[src/rtl/core/srel_pkg.sv]
package srel_pkg;

  localparam int ID_W       = 64;
  localparam int POS_W      = 24;
  localparam int DIFF_W     = POS_W + 1;
  localparam int SQ_W       = 2 * DIFF_W - 1;
  localparam int SUM_W      = SQ_W + 1;
  localparam int RAD_W      = 52;
  localparam int HH_W       = 23;
  localparam int CFG_DATA_W = 64;
  localparam int CFG_ADDR_W = 6;
  localparam int IN_DATA_W  = ID_W + 3 * POS_W;
  localparam int OUT_USER_W = 2;

  typedef enum logic [2:0] {
    REG_CENTER_X    = 3'd0,
    REG_CENTER_Y    = 3'd1,
    REG_CENTER_Z    = 3'd2,
    REG_RADIUS_SQ   = 3'd3,
    REG_HALF_HEIGHT = 3'd4
  } cfg_reg_t;

  localparam logic EVENT_ENTER = 1'b0;
  localparam logic EVENT_LEAVE = 1'b1;

  typedef struct packed {
    logic            commit;
    logic            in_region;
    logic [ID_W-1:0] unit_id;
  } srel_tbl_req_t;

  typedef struct packed {
    logic hit;
    logic full;
  } srel_tbl_rsp_t;

endpackage

[src/rtl/core/srel_member_table.sv]
module srel_member_table
  import srel_pkg::*;
#(
  parameter int MEMBER_SLOTS = 16
) (
  input  logic          clk,
  input  logic          rst_n,
  input  srel_tbl_req_t req,
  output srel_tbl_rsp_t rsp
);

  logic [MEMBER_SLOTS-1:0] valid_r;
  logic [MEMBER_SLOTS-1:0] valid_nxt;
  logic [ID_W-1:0]         id_r [MEMBER_SLOTS];
  logic [MEMBER_SLOTS-1:0] hit_vec;
  logic [MEMBER_SLOTS-1:0] free_vec;
  logic                    hit;
  logic                    full;
  logic                    do_remove;
  logic                    do_insert;

  // A unit is recorded only when it is not already present, so at most one
  // slot can match.
  always_comb begin
    for (int i = 0; i < MEMBER_SLOTS; i++) begin
      hit_vec[i] = valid_r[i] && (id_r[i] == req.unit_id);
    end
  end

  // Lowest clear bit of the valid vector, as a one-hot.
  assign free_vec  = ~valid_r & (valid_r + MEMBER_SLOTS'(1));
  assign hit       = |hit_vec;
  assign full      = &valid_r;
  assign do_remove = req.commit && hit && !req.in_region;
  assign do_insert = req.commit && !hit && req.in_region && !full;

  always_comb begin
    valid_nxt = valid_r;
    if (do_remove) begin
      valid_nxt = valid_r & ~hit_vec;
    end else if (do_insert) begin
      valid_nxt = valid_r | free_vec;
    end
  end

  always_ff @(posedge clk) begin
    if (!rst_n) begin
      valid_r <= '0;
    end else begin
      valid_r <= valid_nxt;
    end
  end

  always_ff @(posedge clk) begin
    for (int i = 0; i < MEMBER_SLOTS; i++) begin
      if (do_insert && free_vec[i]) begin
        id_r[i] <= req.unit_id;
      end
    end
  end

  assign rsp.hit  = hit;
  assign rsp.full = full;

endmodule

[config.mk]
export PLATFORM = sky130hd
export DESIGN_NAME = srel_member_table
export DESIGN_NICKNAME = d
export VERILOG_FILES = /design/src/rtl/core/srel_pkg.sv /design/src/rtl/core/srel_member_table.sv
export SDC_FILE = /design/constraint.sdc
export NUM_CORES = 1
export LEC_CHECK = 0
export ABC_CLOCK_PERIOD_IN_PS = 23800
export BUFFER_PORTS_ARGS = -buffer_cell sky130_fd_sc_hd__clkbuf_2
export CAP_MARGIN = 10
export CORE_UTILIZATION = 49
export CTS_CLUSTER_SIZE = 12
export DETAILED_ROUTE_END_ITERATION = 12
export PLACE_DENSITY_LB_ADDON = 0.2
export SKIP_CTS_REPAIR_TIMING = 1
export SLEW_MARGIN = 20
export SYNTH_ARGS = -nofsm -noshare
export SYNTH_HDL_FRONTEND = slang
export SYNTH_SLANG_ARGS = --single-unit
[constraint.sdc]
create_clock -name clk -period 23.8 [get_ports clk]
set_input_delay 3.57 -clock clk [delete_from_list [all_inputs] [get_ports clk]]
set_output_delay 3.57 -clock clk [all_outputs]
set_load 0.02 [all_outputs]
==> impl_metrics.env, run 1 <==
export IMPL_status="completed"
export IMPL_die_height_um=303
export IMPL_io_buffers=69
export IMPL_grt_pass1_vias=22700
export IMPL_worstReg2RegEnd="id_r[1][63]$_DFFE_PP_"
export IMPL_antenna_cells=0
export IMPL_skew_ns=0.0347
export IMPL_crit_type="primary input to primary output"
export IMPL_path_cells="clkbuf_2, buf_4, xor2_1, nor4_1, nand4_1, nor4_1, a22oi_1, nand4_1, nor2_1, inv_1, clkbuf_2"
export IMPL_relSlewSlack=0.281
export IMPL_ys_seq_area_frac=0.701
export IMPL_final_core_util=0.547
export IMPL_start_util=0.498
export IMPL_ctsHtreeMaxLevel=3
export IMPL_arrival_ns=7.12
export IMPL_worstMarginPinSlew_ns=1.07
export IMPL_ys_warn_count=0
export IMPL_syn_cell_area_mm2=0.0443
export IMPL_gr_total_overflow=0
export IMPL_setup_viol=0
export IMPL_cp_start_kind="primary input"
export IMPL_grt_usage=0.255
export IMPL_cp_endpoint="rsp[1]"
export IMPL_critPathMaxStageDelay_ns=0.70
export IMPL_gp_congestion=0.922
export IMPL_wl_per_cell_um=28.7
export IMPL_ys_types=38
export IMPL_setup_tns_final_ns=0
export IMPL_syn2layout_area_growth_pct=9.85
export IMPL_clk_pin_slew_ns=0.06
export IMPL_dp_hpwl_mm=67.8
export IMPL_min_period_ns=10.69
export IMPL_num_vias=23100
export IMPL_via_per_inst=5.73
export IMPL_cp_depth=11
export IMPL_routed_wl_mm=116
export IMPL_crit_required_ns=20.23
export IMPL_ff2ff_path_depth=10
export IMPL_crit_family="simple AND/OR/NAND/NOR gates"
export IMPL_crit_path_start="req[11]"
export IMPL_crit_buf_inv=4
export IMPL_endpoint_kind="primary output"
export IMPL_drt_pass1_iter_count=5
export IMPL_grt_pass1_wl_mm=165
export IMPL_drive_gt1_frac=0.115
export IMPL_clock_sinks=1040
export IMPL_crit_slowest_cell="nor4_1"
export IMPL_cts_tree="done"
export IMPL_reg2reg_from="id_r[1][208]$_DFFE_PP_"
export IMPL_finalMaxSlewViolations=0
export IMPL_route_detailed_drc=0
export IMPL_die_w_um=303
export IMPL_grt_max_degree=65
export IMPL_nets=2863
export IMPL_antenna_found_initial=2
export IMPL_cts_inserted_buffers=106
export IMPL_io_pins=70
export IMPL_max_vdd_ir_drop_mv=0.0630
export IMPL_avgSynthCellArea_um2=16.7
export IMPL_p_leak_nw=16.3
export IMPL_first_iter_violations=2085
export IMPL_die_area_mm2=0.0916
export IMPL_cts_path_max_buffers=3
export IMPL_hold_viol_final=0
export IMPL_max_freq_mhz=93.5
export IMPL_drtAntennaViolNets=0
export IMPL_post_route_period_util=0.449
export IMPL_syn_inst=2659
export IMPL_dp_slack_ns=13.10
export IMPL_root_buffer="clkbuf_16"
export IMPL_fin_hold_ws_ns=0.575
export IMPL_powerDensity_mw_per_mm2=76.5
export IMPL_core_area_mm2=0.0889
export IMPL_rows=109
export IMPL_rsz0062_at_grt="false"
export IMPL_r2r_setup_slack_ns=18.69
export IMPL_drv_cap=0
export IMPL_hold_path_class="flip-flop to flip-flop"
export IMPL_clkLatencyLatePin_ns=0.67
export IMPL_setup_slack_ns=13.11
export IMPL_syn_num_nets=2727
export IMPL_crit_fanout=20
export IMPL_synth_seq_cells=1040
## Yosys cell counts
| library cell | n | area (um2) |
|---|---|---|
| buf_8 | 1 | 15.0 |
| o21bai_1 | 1 | 7.51 |
| buf_2 | 9 | 45.0 |
| edfxtp_1 | 1024 | 30700 |
| nor3b_1 | 4 | 30.0 |
| xor2_1 | 1024 | 8970 |
| a22oi_1 | 15 | 113 |
| nand2_2 | 1 | 6.26 |
| inv_1 | 3 | 11.3 |
| nor2_4 | 1 | 11.3 |
| buf_1 | 1 | 3.75 |
| dfxtp_1 | 16 | 320 |
| and3_1 | 5 | 31.3 |
| nand2_1 | 28 | 105 |
| nand2b_1 | 1 | 6.26 |
| nor3_1 | 6 | 30.0 |
| a31oi_1 | 1 | 6.26 |
| clkbuf_1 | 3 | 11.3 |
| buf_6 | 90 | 1010 |
| a21oi_1 | 2 | 10.0 |
| o41ai_1 | 2 | 17.5 |
| nor4_1 | 262 | 1640 |
| nor4_2 | 14 | 175 |
| nand4_2 | 2 | 25.0 |
| nor2b_1 | 1 | 6.26 |
| o21ai_0 | 2 | 10.0 |
| clkinv_1 | 1 | 3.75 |
| and2_1 | 2 | 12.5 |
| nor2_1 | 7 | 26.3 |
| nand4_1 | 67 | 419 |
| o21ai_1 | 3 | 15.0 |
| a311oi_1 | 1 | 8.76 |
| o22ai_1 | 2 | 12.5 |
| o31ai_1 | 6 | 45.0 |
| nand3_1 | 7 | 35.0 |
| o211ai_1 | 5 | 37.5 |
| buf_4 | 33 | 248 |
| o211ai_2 | 6 | 75.1 |
## tightest hold or removal path, stage by stage, from the launching register on
cell     delay [ns]
dfxtp_1        0.36
o21ai_0        0.09
a21oi_1        0.07
## cells in the final DEF (no fill, tap or decap), types with 2 or more instances in the layout
master	count
edfxtp_1	1024
o21ai_0	2
nand4_2	2
clkbuf_1	37
clkbuf_16	108
clkbuf_2	68
o22ai_1	2
o211ai_1	5
nand2_1	28
nor4_1	258
o31ai_1	6
clkinv_1	21
nor2_4	4
nand3_1	7
buf_4	94
nand4_1	67
dfxtp_1	16
clkinv_2	11
xor2_1	1024
nor4_2	18
clkinvlp_4	2
buf_16	2
and2_1	2
nor2_1	4
nor3_2	5
a21oi_1	2
o41ai_1	2
inv_1	3
o211ai_2	6
nor3b_2	4
and3_1	5
a22oi_1	15
o21ai_1	3
## how the worst min path moves through the flow
stage	endpoint	slack, ns	startpoint	cells after the start
2_1_floorplan	valid_r[14]$_SDFFE_PN0P_	0.49	valid_r[14]$_SDFFE_PN0P_	2
5_1_grt	valid_r[2]$_SDFFE_PN0P_	0.59	valid_r[2]$_SDFFE_PN0P_	2
4_1_cts	valid_r[15]$_SDFFE_PN0P_	0.55	valid_r[15]$_SDFFE_PN0P_	2
3_5_place_dp	valid_r[15]$_SDFFE_PN0P_	0.54	valid_r[15]$_SDFFE_PN0P_	2
6_report	valid_r[14]$_SDFFE_PN0P_	0.57	valid_r[14]$_SDFFE_PN0P_	2
3_3_place_gp	valid_r[15]$_SDFFE_PN0P_	0.54	valid_r[15]$_SDFFE_PN0P_	2
## flip-flops by register name, indices dropped and copies added, names as in the netlist
| signal | cells |
|---|---|
| id_r | 1024 |
| valid_r | 16 |
## stage by stage
step                      cells  total power [W]  instance area [um2]
final                      4033          0.00373                48700
after global placement     3850          0.00226                45600
after detailed placement   3850          0.00226                45600
after CTS                  4031          0.00375                48600
after floorplan            2659          0.00218                44300
after global routing       4033          0.00382                48700
## power by group
part | total, W | internal, W | leakage [nW] | switching, W
Sequential | 0.00202 | 0.00202 | 9.35 | 0.00000315
Clock | 0.00150 | 0.000837 | 1.47 | 0.000663
Combinational | 0.000203 | 0.0000550 | 5.48 | 0.000148
Total | 0.00373 | 0.00291 | 16.3 | 0.000814
## final cells by class
type	count	area [um2]
fill	7013	40200
sequential	1040	31100
multi-input combinational	1478	12000
clock buffer	145	2840
tap	1165	1460
timing repair buffer	165	1110
clock inverter	36	200
inverter	4	15.0
## routing by layer
metal	wire, um	track usage
met4	3010	0.0738
met3	7410	0.0358
met1	50400	0.363
met2	54900	0.410
met5	13	0
## cell families after synthesis
logic type      synth area share
compound gates           0.00808
flops                      0.701
simple gates              0.0578
buf+inv                   0.0305
xor+xnor                   0.202
Note: power is estimated with default switching activity, not from simulation.
==> run 2, diff against run 1 <==
--- a/config.mk
+++ b/config.mk
@@ -5,7 +5,7 @@
 export SDC_FILE = /design/constraint.sdc
 export NUM_CORES = 1
 export LEC_CHECK = 0
-export ABC_CLOCK_PERIOD_IN_PS = 23800
+export ABC_CLOCK_PERIOD_IN_PS = 9100
 export BUFFER_PORTS_ARGS = -buffer_cell sky130_fd_sc_hd__clkbuf_2
 export CAP_MARGIN = 10
 export CORE_UTILIZATION = 49
==> constraint.sdc (replaced) <==
create_clock -name clk -period 9.1 [get_ports clk]
set_input_delay 1.365 -clock clk [delete_from_list [all_inputs] [get_ports clk]]
set_output_delay 1.365 -clock clk [all_outputs]
set_load 0.02 [all_outputs]
==> run 2 against run 1 <==
  * Core utilization is essentially flat
  * Clock-buffer cell count is 10 lower
  * Hold slack improved by 0.0069 ns
  * Sequential power grew to 2.6 times the previous value
  * Die area unchanged
  * Final area barely moved
  * Global-route usage barely moved
  * Via count down 0.25%
  * Power grew to 2.6 times the previous value
  * Critical endpoint unchanged
==> impl_metrics.env, run 2 (synthesis results as in run 1) <==
export IMPL_io_buffers=69
export IMPL_drtAntennaViolNets=0
export IMPL_antenna_found_initial=1
export IMPL_clk_pin_slew_ns=0.06
export IMPL_nets=2858
export IMPL_clock_sinks=1040
export IMPL_cts_inserted_buffers=107
export IMPL_gp_congestion=0.964
export IMPL_endpoint_kind="primary output"
export IMPL_design_area_mm2=0.0487
export IMPL_drt_pass1_iter_count=6
export IMPL_grt_pass1_wl_mm=166
export IMPL_die_height_um=303
export IMPL_dr_max_layer_used="met5"
export IMPL_setup_tns_final_ns=0
export IMPL_post_route_period_util=0.717
export IMPL_totalPowerFinal_w=0.00983
export IMPL_powerDensity_mw_per_mm2=202
export IMPL_start_util=0.498
export IMPL_min_period_ns=6.53
export IMPL_relSlewSlack=0.182
export IMPL_gr_total_overflow=0
export IMPL_syn2layout_area_growth_pct=9.95
export IMPL_wl_met1_mm=50.4
export IMPL_drive_gt1_frac=0.119
export IMPL_root_buffer="clkbuf_16"
export IMPL_core_area_mm2=0.0889
export IMPL_setup_viol=0
export IMPL_routed_wl_mm=115
export IMPL_ff_latch_area_mm2=0.0311
export IMPL_hold_path_class="flip-flop to flip-flop"
export IMPL_worstMarginPinSlew_ns=1.22
export IMPL_wl_per_cell_um=28.7
export IMPL_die_area_mm2=0.0916
export IMPL_largestRegisters="id_r: 1024 flops, valid_r: 16 flops"
export IMPL_cts_tree="done"
export IMPL_drv_cap=0
export IMPL_routed_wl_met3_mm=7.77
export IMPL_grt_max_degree=65
export IMPL_crit_fanout=18
export IMPL_cts_path_max_buffers=3
export IMPL_crit_required_ns=7.74
export IMPL_hold_viol_final=0
export IMPL_rows=109
export IMPL_ctsHtreeMaxLevel=3
export IMPL_top_register="id_r"
export IMPL_skew_ns=0.0308
export IMPL_max_vdd_ir_drop_mv=0.166
export IMPL_finalMaxSlewViolations=0
export IMPL_io_pins=70
export IMPL_crit_type="primary input to primary output"
export IMPL_max_freq_mhz=153
export IMPL_arrival_ns=5.16
export IMPL_num_vias=23100
export IMPL_first_iter_violations=2456
export IMPL_grt_usage=0.255
export IMPL_multiInputGateArea_mm2=0.0120
export IMPL_cp_start_kind="primary input"
export IMPL_dr_wl_met2_mm=54.5
export IMPL_via_per_inst=5.73
export IMPL_place_area_mm2=0.0456
export IMPL_dp_hpwl_mm=69.4
export IMPL_grt_pass1_vias=22700
export IMPL_status="completed"
export IMPL_largest_reg_flops=1024
export IMPL_clkLatencyLatePin_ns=0.69
export IMPL_p_leak_nw=16.3
export IMPL_fillers=7040
export IMPL_rsz0062_at_grt="false"
export IMPL_layout_common_cells="1024 x xor2_1, 1024 x edfxtp_1, 256 x nor4_1"
export IMPL_route_detailed_drc=0
export IMPL_die_w_um=303
run 2: changes by cell type in the layout (fill, tap and decap cells not counted), moves of 2 or more:
cell      before  now
clkbuf_1      37   24
clkinv_2      11   16
buf_4         94   90
clkbuf_8       0    4
buf_16         2    0
clkinv_4       0    2
clkinv_8       1    3
nor4_1       258  256
run 2: routing by layer:
metal / GRT usage / up-vias
met4: 0.0700 / 2
li1: - / 10000
met2: 0.406 / 857
met1: 0.369 / 12000
met5: 0 / -
met3: 0.0364 / 172
run 2: area by class of cell:
| class | count | area share |
|---|---|---|
| clock buffers | 135 | 0.0579 |
| repair buffers | 159 | 0.0210 |
| inverters | 4 | 0.000308 |
| well taps | 1165 | 0.0299 |
| diodes | 1 | 0.0000514 |
| clock inverters | 46 | 0.00663 |
| multi-input cells | 1478 | 0.246 |
| flip-flops and latches | 1040 | 0.638 |
run 2: final timing paths:
kind	start	to	slack, ns	cells past startpoint
max	req[4]	rsp[1]	2.57	11
min	valid_r[15]$_SDFFE_PN0P_	valid_r[15]$_SDFFE_PN0P_	0.58	2
max reg2reg	id_r[1][369]$_DFFE_PP_	id_r[0][18]$_DFFE_PP_	4.39	10
min reg2reg	valid_r[15]$_SDFFE_PN0P_	valid_r[15]$_SDFFE_PN0P_	0.58	2
run 2: worst max-delay path, stage by stage:
cell	delay, ns
clkbuf_2	0.64
buf_4	0.44
xor2_1	0.11
nor4_1	0.69
nand4_1	0.44
nor4_1	0.49
a22oi_1	0.20
nand4_1	0.18
nor2_1	0.11
inv_1	0.23
clkbuf_2	0.24
run 2: where the power goes:
part / total, W / internal, W / switching, W
registers: 0.00529 / 0.00528 / 0.00000814
logic: 0.000530 / 0.000143 / 0.000387
clock network: 0.00401 / 0.00221 / 0.00180
run 2: metrics by stage:
stage | worst slack [ns] | util | instances | hold slack, ns
2_1_floorplan | -0.528 | - | 2659 | 0.488
3_3_place_gp | 2.68 | 0.512 | 3846 | 0.545
3_5_place_dp | 2.61 | 0.512 | 3846 | 0.552
4_1_cts | 2.61 | 0.548 | 4027 | 0.561
5_1_grt | 2.59 | 0.548 | 4027 | 0.586
6_report | 2.57 | 0.548 | 4028 | 0.581
